## src/hw/rtl/tlvp_pkg.sv

```systemverilog
// Shared types and constants for the telemetry TLV group packer.
// No dependencies; used by the front, queue and back modules.
`timescale 1ns / 1ps
`default_nettype none

package tlvp_pkg;

	localparam int PKT_BYTES = 12;

	localparam logic [7:0] TYPE_TEMP = 8'h01;
	localparam logic [7:0] TYPE_HUM  = 8'h02;
	localparam logic [7:0] TYPE_LUX  = 8'h03;
	localparam logic [7:0] TYPE_ACC  = 8'h10;
	localparam logic [7:0] TYPE_GYR  = 8'h11;
	localparam logic [7:0] TYPE_VIB  = 8'h12;

	localparam logic [7:0] LEN_SHORT = 8'd2;
	localparam logic [7:0] LEN_TRIPLE = 8'd6;

	localparam logic [15:0] VIB_MAX = 16'hFFFF;

	localparam logic [1:0] GRP_ENV  = 2'd0;
	localparam logic [1:0] GRP_ACC  = 2'd1;
	localparam logic [1:0] GRP_GYR  = 2'd2;

	// One finished packet: byte 0 goes out first.
	typedef struct packed {
		logic [3:0]                  len;
		logic [PKT_BYTES-1:0][7:0]   data;
	} packet_t;

endpackage

`default_nettype wire

```

## src/hw/rtl/tlvp_front.sv

```systemverilog
// Front end: takes snapshots, tracks motion history and group rotation,
// and builds the TLV packet for each snapshot. Depends on tlvp_pkg.
`timescale 1ns / 1ps
`default_nettype none

module tlvp_front (
	input  wire logic                clk,
	input  wire logic                arst_n,
	input  wire logic [7:0]          limit,
	input  wire logic                in_valid,
	output logic                     in_stall,
	input  wire logic                env_valid,
	input  wire logic                lux_valid,
	input  wire logic                motion_valid,
	input  wire logic signed [15:0]  temperature,
	input  wire logic [15:0]         humidity,
	input  wire logic [15:0]         light_level,
	input  wire logic signed [15:0]  accel_x,
	input  wire logic signed [15:0]  accel_y,
	input  wire logic signed [15:0]  accel_z,
	input  wire logic signed [15:0]  gyro_x,
	input  wire logic signed [15:0]  gyro_y,
	input  wire logic signed [15:0]  gyro_z,
	input  wire logic                q_full,
	output logic                     push,
	output tlvp_pkg::packet_t        push_pkt
);

	logic [1:0]  grp_q;
	logic        prior_valid_q;
	logic [15:0] prior_x_q, prior_y_q, prior_z_q;

	logic        valid_s1;
	logic [1:0]  grp_s1;
	logic        env_s1, lux_s1, mot_s1, vib_ok_s1;
	logic [15:0] vib_s1;
	logic [15:0] temp_s1, hum_s1, lux_val_s1;
	logic [15:0] ax_s1, ay_s1, az_s1, gx_s1, gy_s1, gz_s1;

	logic        accept;
	logic [1:0]  gstart;
	logic [15:0] ad_x, ad_y, ad_z;
	logic [17:0] ad_sum;
	logic [15:0] vib_now;
	tlvp_pkg::packet_t p_env, p_acc, p_gyr, chosen;

	function automatic logic [15:0] abs_diff(input logic [15:0] a, input logic [15:0] b);
		logic [16:0] d;
		d = {a[15], a} - {b[15], b};
		return d[16] ? 16'(-d) : d[15:0];
	endfunction

	function automatic logic [31:0] rec_short(input logic [7:0] typ, input logic [15:0] v);
		return {v, tlvp_pkg::LEN_SHORT, typ};
	endfunction

	// temperature, humidity, light: up to three 4-byte records
	function automatic tlvp_pkg::packet_t pack_env(input logic env, input logic lux,
			input logic [15:0] t, input logic [15:0] h, input logic [15:0] l,
			input logic [7:0] cap);
		tlvp_pkg::packet_t p;
		logic [2:0][31:0] w;
		logic [1:0] n;
		logic t_ok, h_ok, l_ok;
		w = '0;
		n = 2'd0;
		t_ok = env && (cap >= 8'd4);
		h_ok = env && (cap >= (t_ok ? 8'd8 : 8'd4));
		l_ok = lux && (cap >= 8'd4 + {4'd0, 2'(t_ok) + 2'(h_ok), 2'd0});
		if (t_ok) begin
			w[n] = rec_short(tlvp_pkg::TYPE_TEMP, t);
			n = n + 2'd1;
		end
		if (h_ok) begin
			w[n] = rec_short(tlvp_pkg::TYPE_HUM, h);
			n = n + 2'd1;
		end
		if (l_ok) begin
			w[n] = rec_short(tlvp_pkg::TYPE_LUX, l);
			n = n + 2'd1;
		end
		p.data = w;
		p.len = {n, 2'd0};
		return p;
	endfunction

	// one triple record, then the vibration record
	function automatic tlvp_pkg::packet_t pack_motion(input logic [7:0] typ,
			input logic mot, input logic vok, input logic [15:0] x,
			input logic [15:0] y, input logic [15:0] z, input logic [15:0] vib,
			input logic [7:0] cap);
		tlvp_pkg::packet_t p;
		logic [95:0] vec;
		logic a_ok, v_ok;
		vec = '0;
		a_ok = mot && (cap >= 8'd8);
		v_ok = vok && (cap >= (a_ok ? 8'd12 : 8'd4));
		if (a_ok)
			vec[63:0] = {z, y, x, tlvp_pkg::LEN_TRIPLE, typ};
		if (v_ok) begin
			if (a_ok)
				vec[95:64] = rec_short(tlvp_pkg::TYPE_VIB, vib);
			else
				vec[31:0] = rec_short(tlvp_pkg::TYPE_VIB, vib);
		end
		p.data = vec;
		p.len = (a_ok ? 4'd8 : 4'd0) + (v_ok ? 4'd4 : 4'd0);
		return p;
	endfunction

	assign ad_x = abs_diff(accel_x, prior_x_q);
	assign ad_y = abs_diff(accel_y, prior_y_q);
	assign ad_z = abs_diff(accel_z, prior_z_q);
	assign ad_sum = {2'd0, ad_x} + {2'd0, ad_y} + {2'd0, ad_z};
	assign vib_now = (ad_sum[17:16] != 2'd0) ? tlvp_pkg::VIB_MAX : ad_sum[15:0];

	// code 3 never occurs but is treated as the environment group
	assign gstart = (grp_q == 2'd3) ? tlvp_pkg::GRP_ENV : grp_q;

	assign p_env = pack_env(env_s1, lux_s1, temp_s1, hum_s1, lux_val_s1, limit);
	assign p_acc = pack_motion(tlvp_pkg::TYPE_ACC, mot_s1, vib_ok_s1, ax_s1, ay_s1, az_s1,
		vib_s1, limit);
	assign p_gyr = pack_motion(tlvp_pkg::TYPE_GYR, mot_s1, vib_ok_s1, gx_s1, gy_s1, gz_s1,
		vib_s1, limit);

	// first group in rotation order that writes something
	always_comb begin
		unique case (grp_s1)
			tlvp_pkg::GRP_ACC:
				chosen = (p_acc.len != 4'd0) ? p_acc : ((p_gyr.len != 4'd0) ? p_gyr : p_env);
			tlvp_pkg::GRP_GYR:
				chosen = (p_gyr.len != 4'd0) ? p_gyr : ((p_env.len != 4'd0) ? p_env : p_acc);
			default:
				chosen = (p_env.len != 4'd0) ? p_env : ((p_acc.len != 4'd0) ? p_acc : p_gyr);
		endcase
	end

	assign push = valid_s1 && (chosen.len != 4'd0) && !q_full;
	assign push_pkt = chosen;
	assign in_stall = valid_s1 && (chosen.len != 4'd0) && q_full;
	assign accept = in_valid && !in_stall;

	always_ff @(posedge clk or negedge arst_n) begin
		if (!arst_n) begin
			valid_s1 <= 1'b0;
			grp_q <= tlvp_pkg::GRP_ENV;
			prior_valid_q <= 1'b0;
			prior_x_q <= '0;
			prior_y_q <= '0;
			prior_z_q <= '0;
		end else begin
			if (accept && (limit != 8'd0)) begin
				valid_s1 <= 1'b1;
				grp_q <= (gstart == tlvp_pkg::GRP_GYR) ? tlvp_pkg::GRP_ENV : gstart + 2'd1;
				if (motion_valid) begin
					prior_valid_q <= 1'b1;
					prior_x_q <= accel_x;
					prior_y_q <= accel_y;
					prior_z_q <= accel_z;
				end
			end else if (!in_stall) begin
				valid_s1 <= 1'b0;
			end
		end
	end

	// snapshot payload, no reset needed
	always_ff @(posedge clk) begin
		if (accept) begin
			grp_s1 <= gstart;
			env_s1 <= env_valid;
			lux_s1 <= lux_valid;
			mot_s1 <= motion_valid;
			vib_ok_s1 <= motion_valid && prior_valid_q;
			vib_s1 <= vib_now;
			temp_s1 <= temperature;
			hum_s1 <= humidity;
			lux_val_s1 <= light_level;
			ax_s1 <= accel_x;
			ay_s1 <= accel_y;
			az_s1 <= accel_z;
			gx_s1 <= gyro_x;
			gy_s1 <= gyro_y;
			gz_s1 <= gyro_z;
		end
	end

endmodule

`default_nettype wire

```

## src/hw/rtl/tlvp_queue.sv

```systemverilog
// Small packet queue between the front end and the byte serializer.
// Depends on tlvp_pkg for the packet type.
`timescale 1ns / 1ps
`default_nettype none

module tlvp_queue #(
	parameter int DEPTH = 2
) (
	input  wire logic               clk,
	input  wire logic               arst_n,
	input  wire logic               push,
	input  wire tlvp_pkg::packet_t  push_pkt,
	output logic                    full,
	input  wire logic               pop,
	output logic                    head_valid,
	output tlvp_pkg::packet_t       head_pkt
);

	localparam int PW = $clog2(DEPTH);
	localparam int CW = $clog2(DEPTH + 1);
	localparam logic [PW-1:0] LAST_PTR = PW'(DEPTH - 1);

	tlvp_pkg::packet_t mem_q [DEPTH];
	logic [PW-1:0] wr_ptr_q, rd_ptr_q;
	logic [CW-1:0] count_q;

	assign full = (count_q == CW'(DEPTH));
	assign head_valid = (count_q != '0);
	assign head_pkt = mem_q[rd_ptr_q];

	always_ff @(posedge clk) begin
		if (push)
			mem_q[wr_ptr_q] <= push_pkt;
	end

	always_ff @(posedge clk or negedge arst_n) begin
		if (!arst_n) begin
			wr_ptr_q <= '0;
			rd_ptr_q <= '0;
			count_q <= '0;
		end else begin
			if (push)
				wr_ptr_q <= (wr_ptr_q == LAST_PTR) ? '0 : wr_ptr_q + PW'(1);
			if (pop)
				rd_ptr_q <= (rd_ptr_q == LAST_PTR) ? '0 : rd_ptr_q + PW'(1);
			if (push && !pop)
				count_q <= count_q + CW'(1);
			else if (pop && !push)
				count_q <= count_q - CW'(1);
		end
	end

endmodule

`default_nettype wire

```

## src/hw/rtl/tlvp_back.sv

```systemverilog
// Back end: walks the packet at the queue head one byte per word into
// the output register and flags the final byte. Depends on tlvp_pkg.
`timescale 1ns / 1ps
`default_nettype none

module tlvp_back (
	input  wire logic               clk,
	input  wire logic               arst_n,
	input  wire logic               head_valid,
	input  wire tlvp_pkg::packet_t  head_pkt,
	output logic                    pop,
	output logic                    out_valid,
	input  wire logic               out_stall,
	output logic [7:0]              payload_byte,
	output logic                    last_byte
);

	logic [3:0] idx_q;
	logic       valid_q;
	logic [7:0] byte_q;
	logic       last_q;
	logic       load;
	logic       at_end;

	assign load = head_valid && (!valid_q || !out_stall);
	assign at_end = (idx_q == head_pkt.len - 4'd1);
	assign pop = load && at_end;

	always_ff @(posedge clk or negedge arst_n) begin
		if (!arst_n) begin
			idx_q <= '0;
			valid_q <= 1'b0;
		end else begin
			if (load) begin
				valid_q <= 1'b1;
				idx_q <= at_end ? 4'd0 : idx_q + 4'd1;
			end else if (!out_stall) begin
				valid_q <= 1'b0;
			end
		end
	end

	always_ff @(posedge clk) begin
		if (load) begin
			byte_q <= head_pkt.data[idx_q];
			last_q <= at_end;
		end
	end

	assign out_valid = valid_q;
	assign payload_byte = byte_q;
	assign last_byte = last_q;

endmodule

`default_nettype wire

```

## src/hw/rtl/telemetry_tlv_group_packer.sv

```systemverilog
// Telemetry TLV group packer, top level.
// Input channel: one sensor snapshot per word (in_valid / in_stall).
// Output channel: the TLV packet for that snapshot, one byte per word
// (out_valid / out_stall), last_byte high on the packet's final byte.
// Config channel: cfg_valid / cfg_ready / cfg_data writes buffer_limit
// (reset 31); cfg_ready is always high. Write it only while idle.
// The snapshot is registered in the front end, pushed into the packet queue, and
// loaded byte by byte into the output register. A snapshot with nothing to send, or any
// snapshot while buffer_limit is zero, produces no bytes.
// Throughput: one byte per cycle through the output register while out_stall is low;
// a snapshot's packet has 4 to 12 bytes.
// The front end takes the next snapshot while earlier packets drain, and
// holds in_stall only when the packet queue is full.
// Reset clears the group rotation, motion history, queue and output valid.
// While out_stall is high the current byte holds and the queue fills up.
`timescale 1ns / 1ps
`default_nettype none

module telemetry_tlv_group_packer #(
	parameter int QUEUE_DEPTH = 2
) (
	input  wire logic               clk,
	input  wire logic               arst_n,
	input  wire logic               cfg_valid,
	output logic                    cfg_ready,
	input  wire logic [7:0]         cfg_data,
	input  wire logic               in_valid,
	output logic                    in_stall,
	input  wire logic               env_valid,
	input  wire logic               lux_valid,
	input  wire logic               motion_valid,
	input  wire logic signed [15:0] temperature,
	input  wire logic [15:0]        humidity,
	input  wire logic [15:0]        light_level,
	input  wire logic signed [15:0] accel_x,
	input  wire logic signed [15:0] accel_y,
	input  wire logic signed [15:0] accel_z,
	input  wire logic signed [15:0] gyro_x,
	input  wire logic signed [15:0] gyro_y,
	input  wire logic signed [15:0] gyro_z,
	output logic                    out_valid,
	input  wire logic               out_stall,
	output logic [7:0]              payload_byte,
	output logic                    last_byte
);

	logic [7:0] limit_q;
	logic       q_full, push, pop, head_valid;
	tlvp_pkg::packet_t push_pkt, head_pkt;

	assign cfg_ready = 1'b1;

	always_ff @(posedge clk or negedge arst_n) begin
		if (!arst_n)
			limit_q <= 8'd31;
		else if (cfg_valid && cfg_ready)
			limit_q <= cfg_data;
	end

	tlvp_front u_front (
		.clk          (clk),
		.arst_n       (arst_n),
		.limit        (limit_q),
		.in_valid     (in_valid),
		.in_stall     (in_stall),
		.env_valid    (env_valid),
		.lux_valid    (lux_valid),
		.motion_valid (motion_valid),
		.temperature  (temperature),
		.humidity     (humidity),
		.light_level  (light_level),
		.accel_x      (accel_x),
		.accel_y      (accel_y),
		.accel_z      (accel_z),
		.gyro_x       (gyro_x),
		.gyro_y       (gyro_y),
		.gyro_z       (gyro_z),
		.q_full       (q_full),
		.push         (push),
		.push_pkt     (push_pkt)
	);

	tlvp_queue #(
		.DEPTH (QUEUE_DEPTH)
	) u_queue (
		.clk        (clk),
		.arst_n     (arst_n),
		.push       (push),
		.push_pkt   (push_pkt),
		.full       (q_full),
		.pop        (pop),
		.head_valid (head_valid),
		.head_pkt   (head_pkt)
	);

	tlvp_back u_back (
		.clk          (clk),
		.arst_n       (arst_n),
		.head_valid   (head_valid),
		.head_pkt     (head_pkt),
		.pop          (pop),
		.out_valid    (out_valid),
		.out_stall    (out_stall),
		.payload_byte (payload_byte),
		.last_byte    (last_byte)
	);

endmodule

`default_nettype wire

```

## config.mk

```make
export PLATFORM = sky130hd
export DESIGN_NAME = telemetry_tlv_group_packer
export DESIGN_NICKNAME = d
export VERILOG_FILES = /design/src/hw/rtl/tlvp_pkg.sv /design/src/hw/rtl/tlvp_front.sv /design/src/hw/rtl/tlvp_queue.sv /design/src/hw/rtl/tlvp_back.sv /design/src/hw/rtl/telemetry_tlv_group_packer.sv
export SDC_FILE = /design/constraint.sdc
export NUM_CORES = 1
export LEC_CHECK = 0
export BUFFER_PORTS_ARGS = -buffer_cell sky130_fd_sc_hd__clkbuf_2
export CAP_MARGIN = 20
export CORE_UTILIZATION = 23
export CTS_BUF_LIST = sky130_fd_sc_hd__clkbuf_2 sky130_fd_sc_hd__clkbuf_4 sky130_fd_sc_hd__clkbuf_8
export DETAILED_ROUTE_END_ITERATION = 16
export MAX_ROUTING_LAYER = met4
export PLACE_DENSITY_LB_ADDON = 0.05
export SETUP_SLACK_MARGIN = 0.2
export SYNTH_ARGS = -nofsm -noshare
export SYNTH_HDL_FRONTEND = slang
export SYNTH_SLANG_ARGS = --single-unit
```

## constraint.sdc

```tcl
create_clock -name clk -period 20.6 [get_ports clk]
set_input_delay 1.03 -clock clk [delete_from_list [all_inputs] [get_ports clk]]
set_output_delay 1.03 -clock clk [all_outputs]
set_load 0.01 [all_outputs]
```

==> summary.md, run 1 <==
| Metric | Value |
|---|---|
| Status | `complete, no violations` |
| Largest family of logic cells by synthesized area | `compound AO/OA/AOI/OAI gates` |
| Initial Util | `0.2331` |
| Number of hold buffers added after CTS | `0` |
| Drt first pass iters | `5` |
| Total Routing Usage GR | `0.1682` |
| Seq/Total Area, Yosys | `0.5239` |
| Core area | `~94000 µm²` |
| Compound-cell area share of the yosys netlist | `0.1674` |
| Pins Over Slew Limit | `0` |
| WP data arrival | `between 8 and 9 ns` |
| CP Cell Sequence | `nor4_4, a21oi_1, buf_4, inv_1, ha_1, nor3b_1, o21ai_0, and2_1, a21oi_1, ha_1, inv_1, ha_1, or3b_4, a21boi_4, o21a_1, o221a_2, nand2_2, a32oi_2, or2_2, and2_4, buf_4, buf_4` |
| Total Wirelength | `around 78000 µm` |
| DR WL/cell | `~23 µm` |
| Final RePlAce weighted congestion | `approximately 0.84` |
| CTS tree | `yes` |
| IO Pins | `between 150 and 200` |
| Critical Path End Type | `flip-flop` |
| Crit path launch type | `flip-flop` |
| Final Setup Violations | `0` |
| Post-synthesis simple-gate area fraction | `0.09536` |
| Post-synthesis cell type count | `87` |
| Reg2reg setup slack | `around 12 ns` |
| Gr ovfl total | `0` |
| Hold Vio Cnt, Final | `0` |
| Reg-to-Reg End | `u_front.gy_s1[3]` |
| EDFF count, synth | `roughly 320` |
| Min-Delay Path Class | `primary input to async pin` |
| Worst path bufs/invs | `5` |
| Worst hold margin | `0.1947 ns` |
| Reg2Reg Depth | `22` |
| Post-Synth XOR/XNOR Area | `0.04335` |
| Slew @ Worst Pin | `about 1.0 ns` |
| Layout Nets | `2321` |
| Max-Cap Viols | `0` |
| Period utilization | `0.3994` |
| Ys async rst share | `0.1760` |
| Mapped cell area | `21820 µm²` |
| Slowest CP cell | `buf_4` |
| Die ar. | `96110 µm²` |
| CP required | `between 20 and 25 ns` |
| CTS clock-pin slew for the worst setup and hold paths | `approximately 0.060 ns` |
| Register area | `around 11000 µm²` |
| Stages on the worst setup path | `22` |
| Multi-input combinational cell area | `between 9000 and 10000 µm²` |
| Clock sink count | `392` |
| Critical path class | `flip-flop to flip-flop` |
| CP top delay family | `simple AND/OR/NAND/NOR gates` |
| Worst path max stage delay | `just over 0.7 ns` |
| DP HPWL | `around 60000 µm` |
| Number of fill cells | `approximately 9.9k` |
| Clk_skew | `0.03691 ns` |
| RSZ-0062 raised after global routing | `false` |
| Syn-to-layout area delta | `18.02%` |
| F_max | `121.5 MHz` |
| Chip height | `a little over 300 µm` |
| Vias in the first global route | `approximately 16k` |
| Die span in x | `between 300 and 400 µm` |
| Initial DRC count | `1172` |
| Vias per inst | `around 4.7` |
| Layout cells sized above 1 | `0.2252` |
| Synth Net Count | `roughly 2.1k` |
| Syn Inst Count | `1865` |
| Warnings, synthesis | `0` |
| Drt drc | `0` |
| Worst r2r src | `limit_q[5]` |
| CP Max Fanout | `slightly above 60` |
| Clock latency on the worst-skew pair | `about 0.70 ns` |
| Placement Rows | `roughly 110` |
| Final Util | `0.2751` |
| CTS Buffer Depth | `3` |
| # resized after CTS | `0` |
| Post-CTS setup buffers | `0` |
| Worst Setup SP | `limit_q[5]` |
| First-pass GRT wire length | `between 100000 and 150000 µm` |
| PortBufs | `170` |
| Post-Route Setup TNS | `0 ns` |
| Adder-cell area share of the yosys netlist | `0.06078` |
| Clock Root Buffer | `clkbuf_8` |
| Multiplexer share of the synthesized area | `0.07466` |
| Via count | `~16k` |
| Slew HR | `0.3140` |
| Largest net degree at the start of global routing | `between 60 and 70` |
| Cts bufs inserted | `77` |
| Mean post-synth cell area | `approximately 12 µm²` |
| Main synth FF type | `edfxtp_1` |
| H-tree levels | `3` |
| Antenna violations before repair | `6` |
| Post-DRT Antenna Nets | `0` |
| Critical path destination | `u_front.gy_s1[3]` |
| Yosys reg bits | `392` |
| Final worst path period need | `8.228 ns` |
## final cells by class
class,count,area share
sequential,392,0.4440
multi-input combinational,1282,0.3757
tap,1254,0.06092
clock buffer,118,0.05480
timing repair buffer,203,0.04305
inverter,102,0.01487
clock inverter,26,0.006559
antenna,2,0.0001943
## synthesized netlist by cell type, drive strengths merged (20+ instances only)
cell type,count,share of area
a31oi,22,0.0063
inv,102,0.018
dfrtp,64,0.073
xnor2,71,0.028
a21oi,133,0.031
nor3,46,0.011
and3,35,0.010
buf,22,0.0053
ha,98,0.056
mux2,65,0.035
o211ai,33,0.011
o21a,21,0.0072
edfxtp,323,0.44
nor2,105,0.018
o21ai,90,0.021
a22oi,27,0.0093
nand3,35,0.0080
clkbuf,67,0.012
a21o,20,0.0069
mux4,33,0.034
a22o,23,0.0092
xor2,37,0.015
o21bai,29,0.010
nand2,107,0.019
## state kept, by name, indices dropped and copies added, names as in the netlist, 2 cells and up
register and count:
u_front.prior_x_q 16, u_front.prior_z_q 16, u_front.ax_s1 16, u_queue.count_q 2
u_queue.mem_q 148, u_front.grp_s1 2, u_back.payload_byte 8, u_front.grp_q 2
u_back.idx_q 4, u_front.vib_s1 16, u_front.az_s1 16, u_front.gy_s1 16
u_front.gx_s1 16, u_front.hum_s1 16, u_front.gz_s1 16, u_front.ay_s1 16
u_front.temp_s1 16, u_front.lux_val_s1 16, u_front.prior_y_q 16, limit_q 8
## through the flow
step,setup slack [ns],cells,instance area (µm²)
after floorplan,10.46,1865,21820
final,12.37,3379,25750
after CTS,12.30,3375,25730
after detailed placement,12.34,3231,24150
after global placement,12.48,3230,24140
after global routing,11.69,3379,25750
## routing by layer
layer  vias to the layer above  track usage  wire length, µm
met4                         0      0.04411             1497
met2                       342       0.2805            38880
li1                       7552            -                -
met5                         -            -                0
met3                       101      0.02575             2902
met1                      7828       0.2118            34960
## worst min-delay path by stage
stage	endpoint	slack, ns	depth (start not counted)
2_1_floorplan	u_front.prior_valid_q	0.42	1
3_3_place_gp	u_front.prior_valid_q	0.44	1
3_5_place_dp	u_front.prior_valid_q	0.45	1
4_1_cts	u_queue.wr_ptr_q	0.13	1
5_1_grt	u_back.out_valid	0.15	1
6_report	u_front.grp_q[1]	0.19	1
## cells by family (layout without fill, tap and decap cells)
| kind of cell | after synthesis | in the layout |
|---|---|---|
| muxes | 110 | 110 |
| xor gates and xnor gates | 108 | 108 |
| adders and majority gates | 103 | 103 |
| buffers and inverters | 191 | 449 |
| DFF | 392 | 392 |
| and+or+nand+nor | 423 | 423 |
| AOI/OAI and AO/OA | 537 | 537 |
| other | 1 | 3 |
## cell usage in the layout (no fill, tap or decap), drive strengths merged, types with 19 or more instances in the layout
master	count
edfxtp	323
clkbuf	287
a21oi	133
nand2	107
nor2	105
inv	104
ha	98
o21ai	90
xnor2	71
mux2	65
dfrtp	64
nor3	46
xor2	37
nand3	35
and3	35
buf	34
o211ai	33
mux4	33
o21bai	29
a22oi	27
a22o	23
a31oi	22
o21a	21
a21o	20
o22ai	19
and2	19
clkinv	19
Power of run 1 is left out: the tool's default activity adds up to more than one toggle a clock period on the data nets, which glitch-free logic cannot reach.
==> inputs of run 2 (changes only) <==
==> constraint.sdc (replaced) <==
create_clock -name clk -period 7.49 [get_ports clk]
set_input_delay 0.3745 -clock clk [delete_from_list [all_inputs] [get_ports clk]]
set_output_delay 0.3745 -clock clk [all_outputs]
set_load 0.01 [all_outputs]
==> run 2 against run 1 <==
Flip-flop and latch count unchanged; critical path type is now primary input to flip-flop; hold slack got worse by 0.095 ns; routed wire length increased by 2.7%; sequential share of layout area decreased by 2.9 points; clock skew increased by 0.0054 ns.
==> summary.md, run 2 (synthesized netlist as in run 1, its figures left out) <==
| Metric | Value |
|---|---|
| Status | `complete, no violations` |
| Worst path max stage delay | `0.54 ns (-0.18 ns)` |
| Max-Cap Viols | `0 (unchanged)` |
| Core area | `93610 µm² (unchanged)` |
| Clock Root Buffer | `clkbuf_8` |
| WP data arrival | `7.19 ns (-1.35 ns)` |
| Placement Rows | `112 (unchanged)` |
| Hold Crit Depth | `2` |
| Via count | `16.64k (+5.2%)` |
| Largest net degree at the start of global routing | `55 (-11%)` |
| DP HPWL | `60400 µm (+2.6%)` |
| Cts bufs inserted | `81 (+5.2%)` |
| H-tree levels | `3 (unchanged)` |
| Crit path launch type | `primary input` |
| Drt first pass iters | `5 (unchanged)` |
| Vias per inst | `4.679 (about the same)` |
| Critical path class | `primary input to flip-flop` |
| Layout Nets | `2494 (+7.5%)` |
| Number of fill cells | `9812 (-1.1%)` |
| Most frequent cells in the layout | `edfxtp_1, clkbuf_2, dlygate4sd3_1, a21oi_1, nand2_1` |
| Die span in x | `310.0 µm (unchanged)` |
| CTS Buffer Depth | `3 (unchanged)` |
| Vias in the first global route | `17.18k (+5.8%)` |
| Initial Util | `0.2331 (unchanged)` |
| Pins Over Slew Limit | `0 (unchanged)` |
| Worst path bufs/invs | `6 (+1)` |
| Most common cell after layout, fill and taps aside | `edfxtp_1` |
| F_max | `147.1 MHz` |
| Slowest CP cell | `dlygate4sd3_1` |
| Post-DRT Antenna Nets | `0 (unchanged)` |
| Total Wirelength | `80370 µm (+2.7%)` |
| First-pass GRT wire length | `116400 µm (+3.1%)` |
| Drt drc | `0 (unchanged)` |
| Die ar. | `96110 µm² (unchanged)` |
| Layout cells sized above 1 | `0.2160 (-0.009125)` |
| Syn-to-layout area delta | `26.27%` |
| Stages on the worst setup path | `28 (+27%)` |
| Clock latency on the worst-skew pair | `0.71 ns (about the same)` |
| Post-Route Setup TNS | `0 ns (unchanged)` |
| Final Util | `0.2943 (+0.01922)` |
| Largest reg by FF count | `u_queue.mem_q` |
| Final worst path period need | `roughly 6.8 ns` |
| Min-Delay Path Class | `primary input to flip-flop` |
| Reg2Reg Depth | `25 (+14%)` |
| Max FFs per register | `148 (unchanged)` |
| Final Setup Violations | `0 (unchanged)` |
| Slew HR | `0.2822 (-0.03184)` |
| IO Pins | `172 (unchanged)` |
| Clk_skew | `0.04234 ns (+0.005431 ns)` |
| CP required | `7.88 ns (-13.04 ns)` |
| DR WL/cell | `22.60 µm (-2.4%)` |
| Total Routing Usage GR | `0.1726 (+0.004386)` |
| Period utilization | `0.9079` |
| PortBufs | `170 (unchanged)` |
| Antenna violations before repair | `10 (+4)` |
| Gr ovfl total | `0 (unchanged)` |
| Chip height | `310.0 µm (unchanged)` |
| RSZ-0062 raised after global routing | `false` |
| Clock sink count | `392 (unchanged)` |
| CP Max Fanout | `16 (-74%)` |
| CTS clock-pin slew for the worst setup and hold paths | `0.06 ns (about the same)` |
| CTS tree | `yes` |
| Final RePlAce weighted congestion | `0.8242 (-1.3%)` |
| Slew @ Worst Pin | `1.077 ns (+0.04776 ns)` |
| Initial DRC count | `1014 (-13%)` |
| Critical Path End Type | `flip-flop` |
| Hold Vio Cnt, Final | `0 (unchanged)` |
| CP top delay family | `compound AO/OA/AOI/OAI gates` |
run 2: changes by cell type in the layout (fill, tap and decap cells not counted), moves of 2 or more:
cell / change
inv_6: +3
clkbuf_4: -7
diode_2: +4
clkinv_2: +12
buf_12: +6
clkinv_1: -3
clkinvlp_4: -2
buf_4: +5
dlygate4sd3_1: +159
run 2: routing by layer:
layer	vias up	routed length, µm	track usage
met2	376	39520	0.2870
met5	-	0	-
met4	0	2274	0.05419
met1	8247	35370	0.2123
met3	137	3201	0.03010
li1	7880	-	-
run 2: worst paths after layout:
path | startpoint | end | slack [ns]
worst min-delay path | cfg_valid | limit_q[6] | 0.1
worst max register to register | u_front.prior_y_q[0] | u_front.vib_s1[12] | 0.71
worst max-delay path | accel_y[0] | u_front.vib_s1[12] | 0.69
worst min register to register | u_front.prior_valid_q | u_front.prior_valid_q | 0.45
max in group asynchronous | arst_n | u_front.prior_x_q[11] | 6.11
min in group asynchronous | arst_n | u_front.prior_valid_q | 0.21
run 2: layout make-up:
type,count,area [µm²],area share
Clock inverter,37,264.0,0.009582
Inverter,102,382.9,0.01390
Tap cell,1254,1569,0.05695
Multi-Input combinational cell,1282,9683,0.3514
Timing Repair Buffer,372,2846,0.1033
Sequential cell,392,11430,0.4150
Clock buffer,111,1359,0.04932
Antenna cell,6,15.01,0.0005449
run 2: per-stage QoR:
step / instances / hold WS [ns] / setup WS, ns / area [µm²]
2_1_floorplan: 1865 / 0.07891 / 0.2184 / 21830
3_3_place_gp: 3242 / 0.4258 / 0.6792 / 24310
3_5_place_dp: 3242 / 0.4216 / 0.5274 / 24310
4_1_cts: 3549 / 0.03493 / 0.6530 / 27520
5_1_grt: 3556 / 0.05818 / 0.2596 / 27550
6_report: 3556 / 0.09981 / 0.6896 / 27550
run 2: repair_timing:
item	4_1_cts	5_1_grt
gates resized for setup	0	2
buffers inserted	0	0
endpoints found under the hold margin	233	0
hold buffers	159	0
setup endpoints to repair	0	1
Power of run 2 is left out for the same reason.
